--- config.mk ---
export PLATFORM = sky130hd
export DESIGN_NAME = array_list_insert_shift_unit
export DESIGN_NICKNAME = d
export VERILOG_FILES = /design/src/rtl/core/alis_pkg.sv /design/src/rtl/core/alis_cell.sv /design/src/rtl/core/alis_ctrl.sv /design/src/rtl/core/array_list_insert_shift_unit.sv
export SDC_FILE = /design/constraint.sdc
export NUM_CORES = 1
export LEC_CHECK = 0
export BUFFER_PORTS_ARGS = -buffer_cell sky130_fd_sc_hd__buf_2
export CAP_MARGIN = 40
export CORE_MARGIN = 1.5
export CORE_UTILIZATION = 30
export CTS_CLUSTER_SIZE = 8
export DETAILED_ROUTE_END_ITERATION = 10
export SKIP_LAST_GASP = 1
export SLEW_MARGIN = 20
export SYNTH_ARGS = -nofsm -noshare
export SYNTH_HDL_FRONTEND = slang
export SYNTH_SLANG_ARGS = --single-unit
--- constraint.sdc ---
create_clock -name aclk -period 11.3 [get_ports aclk]
set_clock_uncertainty 0.15 [all_clocks]
set_input_delay 2.26 -clock aclk [delete_from_list [all_inputs] [get_ports aclk]]
set_output_delay 2.26 -clock aclk [all_outputs]
set_load 0.1 [all_outputs]
--- src/rtl/core/alis_pkg.sv ---
// Shared types and constants for the array list insert/shift unit.
// No dependencies.
`default_nettype none
package alis_pkg;

    localparam int ALIS_CAPACITY = 16;
    localparam int DATA_W        = 32;
    // Width of internal slot arithmetic: holds any slot index plus a position.
    localparam int CTL_W         = 10;

    typedef enum logic [1:0] {
        CMD_FRONT = 2'd0,
        CMD_BACK  = 2'd1,
        CMD_POS   = 2'd2,
        CMD_READ  = 2'd3
    } alis_cmd_t;

    // Broadcast to every cell in the row for one beat.
    typedef struct packed {
        logic              wr_en;
        logic              up_en;
        logic              dn_en;
        logic [CTL_W-1:0]  wr_idx;
        logic [CTL_W-1:0]  lo;
        logic [CTL_W-1:0]  hi;
        logic [DATA_W-1:0] wr_data;
    } alis_shift_t;

endpackage
`default_nettype wire

--- src/rtl/core/alis_cell.sv ---
// One slot of the list row: holds a value, loads, or takes a neighbor's value.
// Depends on alis_pkg.
`default_nettype none
module alis_cell #(
    parameter int IDX = 0
) (
    input  wire                        aclk,
    input  alis_pkg::alis_shift_t      ctrl,
    input  wire [alis_pkg::DATA_W-1:0] left_data,
    input  wire [alis_pkg::DATA_W-1:0] right_data,
    output logic [alis_pkg::DATA_W-1:0] data_out
);
    import alis_pkg::*;

    localparam logic [CTL_W-1:0] MY_IDX = CTL_W'(IDX);

    logic [DATA_W-1:0] data_reg;
    logic [DATA_W-1:0] data_next;
    logic              in_range;

    assign in_range = (MY_IDX >= ctrl.lo) && (MY_IDX <= ctrl.hi);

    always_comb begin
        data_next = data_reg;
        if (ctrl.wr_en && ctrl.wr_idx == MY_IDX) begin
            data_next = ctrl.wr_data;
        end else if (ctrl.up_en && in_range) begin
            data_next = left_data;
        end else if (ctrl.dn_en && in_range) begin
            data_next = right_data;
        end
    end

    always_ff @(posedge aclk) begin
        data_reg <= data_next;
    end

    assign data_out = data_reg;

endmodule
`default_nettype wire

--- src/rtl/core/alis_ctrl.sv ---
// Command decode: next head/tail/empty, status, and the shift control for the row.
// Depends on alis_pkg.
`default_nettype none
module alis_ctrl #(
    parameter int CAPACITY = alis_pkg::ALIS_CAPACITY,
    parameter int IDX_W    = $clog2(CAPACITY)
) (
    input  wire                        accept,
    input  wire [1:0]                  cmd,
    input  wire [4:0]                  position,
    input  wire [3:0]                  slot,
    input  wire [alis_pkg::DATA_W-1:0] value,
    input  wire [IDX_W-1:0]            head,
    input  wire [IDX_W-1:0]            tail,
    input  wire                        empty,
    output logic                       ok,
    output logic [IDX_W-1:0]           head_next,
    output logic [IDX_W-1:0]           tail_next,
    output logic                       empty_next,
    output alis_pkg::alis_shift_t      ctrl
);
    import alis_pkg::*;

    localparam logic [CTL_W-1:0] LAST = CTL_W'(CAPACITY - 1);
    localparam logic [CTL_W-1:0] CAP  = CTL_W'(CAPACITY);
    localparam logic [CTL_W-1:0] ONE  = CTL_W'(1);
    localparam logic [CTL_W-1:0] TWO  = CTL_W'(2);
    localparam logic [CTL_W-1:0] ZERO = '0;

    alis_cmd_t        op;
    logic [CTL_W-1:0] h, t, p, s, count, nh, nt;
    logic             full, ne, wr_en, up_en, dn_en;
    logic [CTL_W-1:0] wr_idx, lo, hi;

    assign op    = alis_cmd_t'(cmd);
    assign h     = CTL_W'(head);
    assign t     = CTL_W'(tail);
    assign p     = CTL_W'(position);
    assign s     = CTL_W'(slot);
    assign count = t - h + ONE;
    assign full  = !empty && h == ZERO && t == LAST;

    always_comb begin
        ok     = 1'b0;
        nh     = h;
        nt     = t;
        ne     = empty;
        wr_en  = 1'b0;
        up_en  = 1'b0;
        dn_en  = 1'b0;
        wr_idx = ZERO;
        lo     = ZERO;
        hi     = ZERO;
        case (op)
            CMD_READ: begin
                ok = !empty && s < CAP && s >= h && s <= t;
            end
            CMD_FRONT, CMD_BACK: begin
                if (!full) begin
                    ok    = 1'b1;
                    wr_en = 1'b1;
                    if (empty) begin
                        nh = ZERO;
                        nt = ZERO;
                        ne = 1'b0;
                    end else if (op == CMD_FRONT) begin
                        if (h != ZERO) begin
                            nh     = h - ONE;
                            wr_idx = h - ONE;
                        end else begin
                            // no room in front: push the run up one slot
                            up_en  = 1'b1;
                            lo     = ONE;
                            hi     = t + ONE;
                            nt     = t + ONE;
                        end
                    end else begin
                        if (t != LAST) begin
                            nt     = t + ONE;
                            wr_idx = t + ONE;
                        end else begin
                            // no room at back: pull the run down one slot
                            dn_en  = 1'b1;
                            lo     = h - ONE;
                            hi     = t - ONE;
                            nh     = h - ONE;
                            wr_idx = t;
                        end
                    end
                end
            end
            CMD_POS: begin
                if (!full) begin
                    if (empty) begin
                        if (p == ONE) begin
                            ok    = 1'b1;
                            wr_en = 1'b1;
                            nh    = ZERO;
                            nt    = ZERO;
                            ne    = 1'b0;
                        end
                    end else if (p >= ONE && p <= count) begin
                        ok    = 1'b1;
                        wr_en = 1'b1;
                        if (t != LAST) begin
                            up_en  = 1'b1;
                            lo     = h + p;
                            hi     = t + ONE;
                            nt     = t + ONE;
                            wr_idx = h + p - ONE;
                        end else begin
                            dn_en  = (p >= TWO);
                            lo     = h - ONE;
                            hi     = h + p - CTL_W'(3);
                            nh     = h - ONE;
                            wr_idx = h + p - TWO;
                        end
                    end
                end
            end
            default: begin
                ok = 1'b0;
            end
        endcase
    end

    assign head_next  = IDX_W'(nh);
    assign tail_next  = IDX_W'(nt);
    assign empty_next = ne;

    always_comb begin
        ctrl.wr_en   = wr_en & accept;
        ctrl.up_en   = up_en & accept;
        ctrl.dn_en   = dn_en & accept;
        ctrl.wr_idx  = wr_idx;
        ctrl.lo      = lo;
        ctrl.hi      = hi;
        ctrl.wr_data = value;
    end

endmodule
`default_nettype wire

--- src/rtl/core/array_list_insert_shift_unit.sv ---
// Array list insert/shift unit: top level with the cell row and result register.
// Depends on alis_pkg, alis_ctrl and alis_cell.
// Each result beat is registered: it shows in the cycle after its beat is accepted.
// Throughput: one beat per cycle while m_ready is high; every slot shifts at once.
// Reset: list empty, head and tail at slot 0, no result pending, input held off;
// slot contents are not cleared (only slots inside the list are ever read).
`default_nettype none
module array_list_insert_shift_unit #(
    parameter int CAPACITY = alis_pkg::ALIS_CAPACITY
) (
    input  wire                aclk,
    input  wire                aresetn,
    input  wire                s_valid,
    output logic               s_ready,
    input  wire  [1:0]         s_cmd,
    input  wire  [4:0]         s_position,
    input  wire  [3:0]         s_slot,
    input  wire  signed [31:0] s_value,
    output logic               m_valid,
    input  wire                m_ready,
    output logic               m_ok,
    output logic signed [31:0] m_read_value,
    output logic [3:0]         m_head,
    output logic [3:0]         m_tail,
    output logic               m_empty_res
);
    import alis_pkg::*;

    localparam int IDX_W = (CAPACITY > 1) ? $clog2(CAPACITY) : 1;

    // List bounds
    logic [IDX_W-1:0] head_reg, head_next;
    logic [IDX_W-1:0] tail_reg, tail_next;
    logic             empty_reg, empty_next;

    // Result register
    logic              valid_reg, valid_next;
    logic              ok_reg;
    logic [DATA_W-1:0] rd_reg;
    logic [3:0]        head_out_reg, tail_out_reg;
    logic              empty_out_reg;

    logic              accept;
    logic              ok;
    logic [DATA_W-1:0] rd_value;
    alis_shift_t       ctrl;
    logic [DATA_W-1:0] cell_q [CAPACITY];
    logic [CTL_W-1:0]  slot_ext;

    // Take a new beat whenever the result register is free or draining;
    // hold the input off while reset is asserted.
    assign s_ready = aresetn && (!valid_reg || m_ready);
    assign accept  = s_valid && s_ready;

    alis_ctrl #(
        .CAPACITY (CAPACITY),
        .IDX_W    (IDX_W)
    ) u_ctrl (
        .accept     (accept),
        .cmd        (s_cmd),
        .position   (s_position),
        .slot       (s_slot),
        .value      (DATA_W'(s_value)),
        .head       (head_reg),
        .tail       (tail_reg),
        .empty      (empty_reg),
        .ok         (ok),
        .head_next  (head_next),
        .tail_next  (tail_next),
        .empty_next (empty_next),
        .ctrl       (ctrl)
    );

    // Row of slot cells; each sees its two neighbors, the ends see zero.
    for (genvar i = 0; i < CAPACITY; i++) begin : g_cell
        logic [DATA_W-1:0] left_d, right_d;
        if (i == 0) begin : g_lo_end
            assign left_d = '0;
        end else begin : g_lo_mid
            assign left_d = cell_q[i-1];
        end
        if (i == CAPACITY - 1) begin : g_hi_end
            assign right_d = '0;
        end else begin : g_hi_mid
            assign right_d = cell_q[i+1];
        end
        alis_cell #(
            .IDX (i)
        ) u_cell (
            .aclk       (aclk),
            .ctrl       (ctrl),
            .left_data  (left_d),
            .right_data (right_d),
            .data_out   (cell_q[i])
        );
    end

    // Read select from the current row; drop the value when the slot misses the list.
    assign slot_ext = CTL_W'(s_slot);
    always_comb begin
        rd_value = '0;
        for (int i = 0; i < CAPACITY; i++) begin
            if (slot_ext == CTL_W'(i)) begin
                rd_value = cell_q[i];
            end
        end
    end

    always_comb begin
        valid_next = valid_reg;
        if (accept) begin
            valid_next = 1'b1;
        end else if (m_ready) begin
            valid_next = 1'b0;
        end
    end

    always_ff @(posedge aclk) begin
        if (!aresetn) begin
            head_reg  <= '0;
            tail_reg  <= '0;
            empty_reg <= 1'b1;
            valid_reg <= 1'b0;
        end else begin
            valid_reg <= valid_next;
            if (accept) begin
                head_reg  <= head_next;
                tail_reg  <= tail_next;
                empty_reg <= empty_next;
            end
        end
    end

    // Hold the result payload until the next accepted beat.
    always_ff @(posedge aclk) begin
        if (accept) begin
            ok_reg        <= ok;
            rd_reg        <= (ok && s_cmd == CMD_READ) ? rd_value : '0;
            head_out_reg  <= 4'(head_next);
            tail_out_reg  <= 4'(tail_next);
            empty_out_reg <= empty_next;
        end
    end

    assign m_valid      = valid_reg;
    assign m_ok         = ok_reg;
    assign m_read_value = rd_reg;
    assign m_head       = head_out_reg;
    assign m_tail       = tail_out_reg;
    assign m_empty_res  = empty_out_reg;

endmodule
`default_nettype wire

==> results.py <==
metrics = {
    "outcome": {
        "status": "completed",
    },
    "drt": {
        "wirelength_mm": 130,
        "wire_per_inst_um": 25.5,
        "postRouteAntennaNets": 0,
        "drtPass1Iterations": 7,
        "drc": 0,
        "vias": 30900,
        "drt_iter0_drc": 4454,
        "vias_per_cell": 6.05,
    },
    "cells_and_area": {
        "utilization_pct": 34.0,
        "areaGrowthSynthToFinish_pct": 12.1,
        "nets": 3666,
        "multi_input_area_sq_um": 16600,
        "num-fill-cells": 11500,
        "regArea_sq_um": 16800,
        "layout-drive-gt1-share_pct": 11.6,
        "largest_reg_flops": 512,
    },
    "clock_tree": {
        "cts.sinks": 564,
        "cts.htree.levels": 3,
        "cts_resized": 0,
        "numCtsBuffers": 81,
        "cts-root-buf": "clkbuf_16",
        "clock_latency_ps": 640,
        "holdBufCountCts": 0,
        "cts_setup_buffers": 0,
        "cts_tree": "built",
        "clk_path_buf_depth": 3,
        "clkTransAtPathRegs_ps": 60,
    },
    "global_route": {
        "grt_pass1_vias": 28200,
        "grtUsageMet3_pct": 4.28,
        "grt_pass1_wl_mm": 193,
        "grt-ovfl-total": 0,
        "grtUsageMet2_pct": 32.1,
        "grt.busiest_layer": "met2",
        "grt_usage_pct": 21.5,
        "grt_start_max_net_pins": 67,
        "use_met1_pct": 30.6,
        "antenna_found_initial": 11,
    },
    "critical_path": {
        "endpoint_kind": "flop",
        "rr_endpoint": "g_cell[1].u_cell.data_out[16]$_DFFE_PP_",
        "crit_chain": "buf_2 > ha_1 > fa_1 > xnor2_2 > ha_1 > nand2_1 > o31a_1 > inv_1 > ha_1 > o221ai_1 > a21oi_1 > nor4b_2 > o21bai_1 > or3_2 > buf_4 > o31ai_4 > buf_4",
        "cp_common_cell": "ha_1",
        "slowest_delay_ps": 570,
        "cp.required_ps": 11490,
        "reg2reg_setup_slack_ps": 4660,
        "crit_end": "g_cell[1].u_cell.data_out[16]$_DFFE_PP_",
        "worst-path-stages": 17,
        "startpoint": "s_position[0]",
        "reg2reg_depth": 18,
        "crit_type": "in2reg",
        "critPathMaxFanout": 65,
        "crit_buf_inv": 4,
        "r2r-start": "tail_reg[0]$_SDFFE_PN0P_",
        "worst_path_max_delay_cell": "o21bai_1",
        "arrival_ps": 7020,
        "path_delay_family": "compound AO/OA/AOI/OAI gates",
        "worst_setup_path_start_kind": "input port",
    },
    "yosys": {
        "synth_seq_cells": 564,
        "synth_ff_type": "edfxtp_1",
        "synthArstFlopShare_pct": 0,
        "yosysSeqAreaShare_pct": 48.4,
        "syn_area_sq_um": 34800,
        "synth.largest_area_cell": "edfxtp_1",
        "netlist_top_cells_count": "edfxtp_1 (554), nand2_1 (541), nor2_1 (538)",
        "synth_top_area_share_pct": 47.8,
        "post-synth-top-count-cell": "edfxtp_1",
        "yosysWarnings": 0,
        "postSynthAreaPerCell_sq_um": 9.48,
        "syn_nets": 3758,
        "syn_inst": 3672,
        "synth.top_cells.by_area": "edfxtp_1 (48%), nand2_1 (5.8%), nor2_1 (5.8%), mux2i_1 (5.5%), a31oi_1 (5.1%)",
        "synth_edf_count": 554,
        "ys_types": 111,
    },
    "pwr": {
        "intPower_mw": 3.70,
        "p_switching_mw": 1.25,
        "power_mw": 4.95,
        "irDropWorstVdd_mv": 0.0858,
        "swShare_pct": 25.2,
        "leakage_nw": 14.2,
        "p_seq_share_pct": 46.4,
        "pwr-share-comb_pct": 8.2,
        "power.density_nw_per_um2": 127,
        "power.share.clock_pct": 45.4,
    },
    "placed_design": {
        "place_ws_ps": 3870,
        "place_congestion": 0.909,
        "hpwl_mm": 83.3,
        "portBuffers": 90,
    },
    "job": {
        "drv_cap": 0,
    },
    "timing": {
        "final.min_clock_period_ps": 6830,
        "max_freq_mhz": 146,
        "rsz0062_at_grt": "false",
        "period_share_pct": 60.5,
        "hold_viol": 0,
        "setup_viol": 0,
        "worst-slew-pin-transition_ps": 907,
        "fin_ws_ps": 4470,
        "hold_slack_ps": 372,
        "finalMaxSlewViolations": 0,
        "finalSetupTns_ps": 0,
        "relSlewSlack_pct": 39.5,
    },
    "min_path": {
        "min_path_type": "reg2reg",
    },
    "floorplan": {
        "core_sq_um": 115000,
        "start_util_pct": 30.4,
        "pin_count": 91,
        "die_w_um": 344,
        "rows": 124,
        "dieArea_sq_um": 118000,
        "die_h_um": 344,
    },
}
through the flow:
stage	area, sq um	std cells
after floorplan	34800	3672
after global placement	36600	4999
after detailed placement	36800	5006
after CTS	39000	5101
after global routing	39000	5108
final	39000	5109
cells in the final DEF, fill, tap and decap left out, drive strengths merged, types with 16 or more instances in the layout:
cell type  Yosys  final
edfxtp       554    554
nand2        542    542
nor2         541    541
a31oi        288    288
a21oi        242    242
buf          177    192
mux2i        191    191
o21ai        139    139
clkbuf       190     88
a22o          78     78
nand3         59     59
a221o         51     51
o31ai         44     44
o22ai         42     42
inv           40     41
and3          39     39
ha            37     37
a22oi         36     36
nand4         35     35
nor3          30     30
mux4          26     26
a221oi        23     23
a211oi        20     20
o221ai        17     17
nand2b        16     16
final cells by class:
type	instances	share of cell area [%]
antenna	5	0.0321
clock buffer	88	5.32
clock inverter	7	0.317
inverter	41	0.394
multi-input combinational	2700	42.5
sequential	564	43.1
tap	1512	4.85
timing repair buffer	192	3.40
tightest hold or removal path, stage by stage (launching register included):
cell and delay (ps):
dfxtp_1 310, nand2b_1 80, a21boi_0 80
power by group through the flow:
| stage | sequential (mW) | clock [mW] | combinational (mW) |
|---|---|---|---|
| final | 2.30 | 2.25 | 0.405 |
| after global routing | 2.30 | 2.34 | 0.422 |
| after CTS | 2.30 | 2.27 | 0.392 |
| after detailed placement | 2.34 | 0 | 0.390 |
| after global placement | 2.34 | 0 | 0.389 |
| after floorplan | 2.38 | 0 | 0.215 |
kinds of logic after synthesis:
logic type | share of synthesized area, %
fa+ha+maj | 1.44
mux | 7.48
buf+inv | 4.98
xor+xnor | 0.586
compound gates | 20.7
simple gates | 16.4
flops | 48.4
layer usage:
| metal | part of all wire [%] | wire, um | vias to the layer above |
|---|---|---|---|
| li1 | - | - | 13500 |
| met1 | 41 | 53600 | 14800 |
| met2 | 43 | 56000 | 2230 |
| met3 | 12 | 16000 | 301 |
| met4 | 3.4 | 4460 | 6 |
| met5 | 0.027 | 35 | - |
worst min path at each step:
stage	start	to	slack [ps]	cells past startpoint
global route	m_valid$_SDFFE_PN0P_	m_valid$_SDFFE_PN0P_	410	2
detailed placement	m_valid$_SDFFE_PN0P_	m_valid$_SDFFE_PN0P_	370	2
CTS	m_valid$_SDFFE_PN0P_	m_valid$_SDFFE_PN0P_	380	2
finish	m_valid$_SDFFE_PN0P_	m_valid$_SDFFE_PN0P_	370	2
floorplan	head_reg[3]$_SDFFE_PN0P_	head_reg[3]$_SDFFE_PN0P_	360	2
global placement	m_valid$_SDFFE_PN0P_	m_valid$_SDFFE_PN0P_	340	2
(Power assumes the default switching activity.)
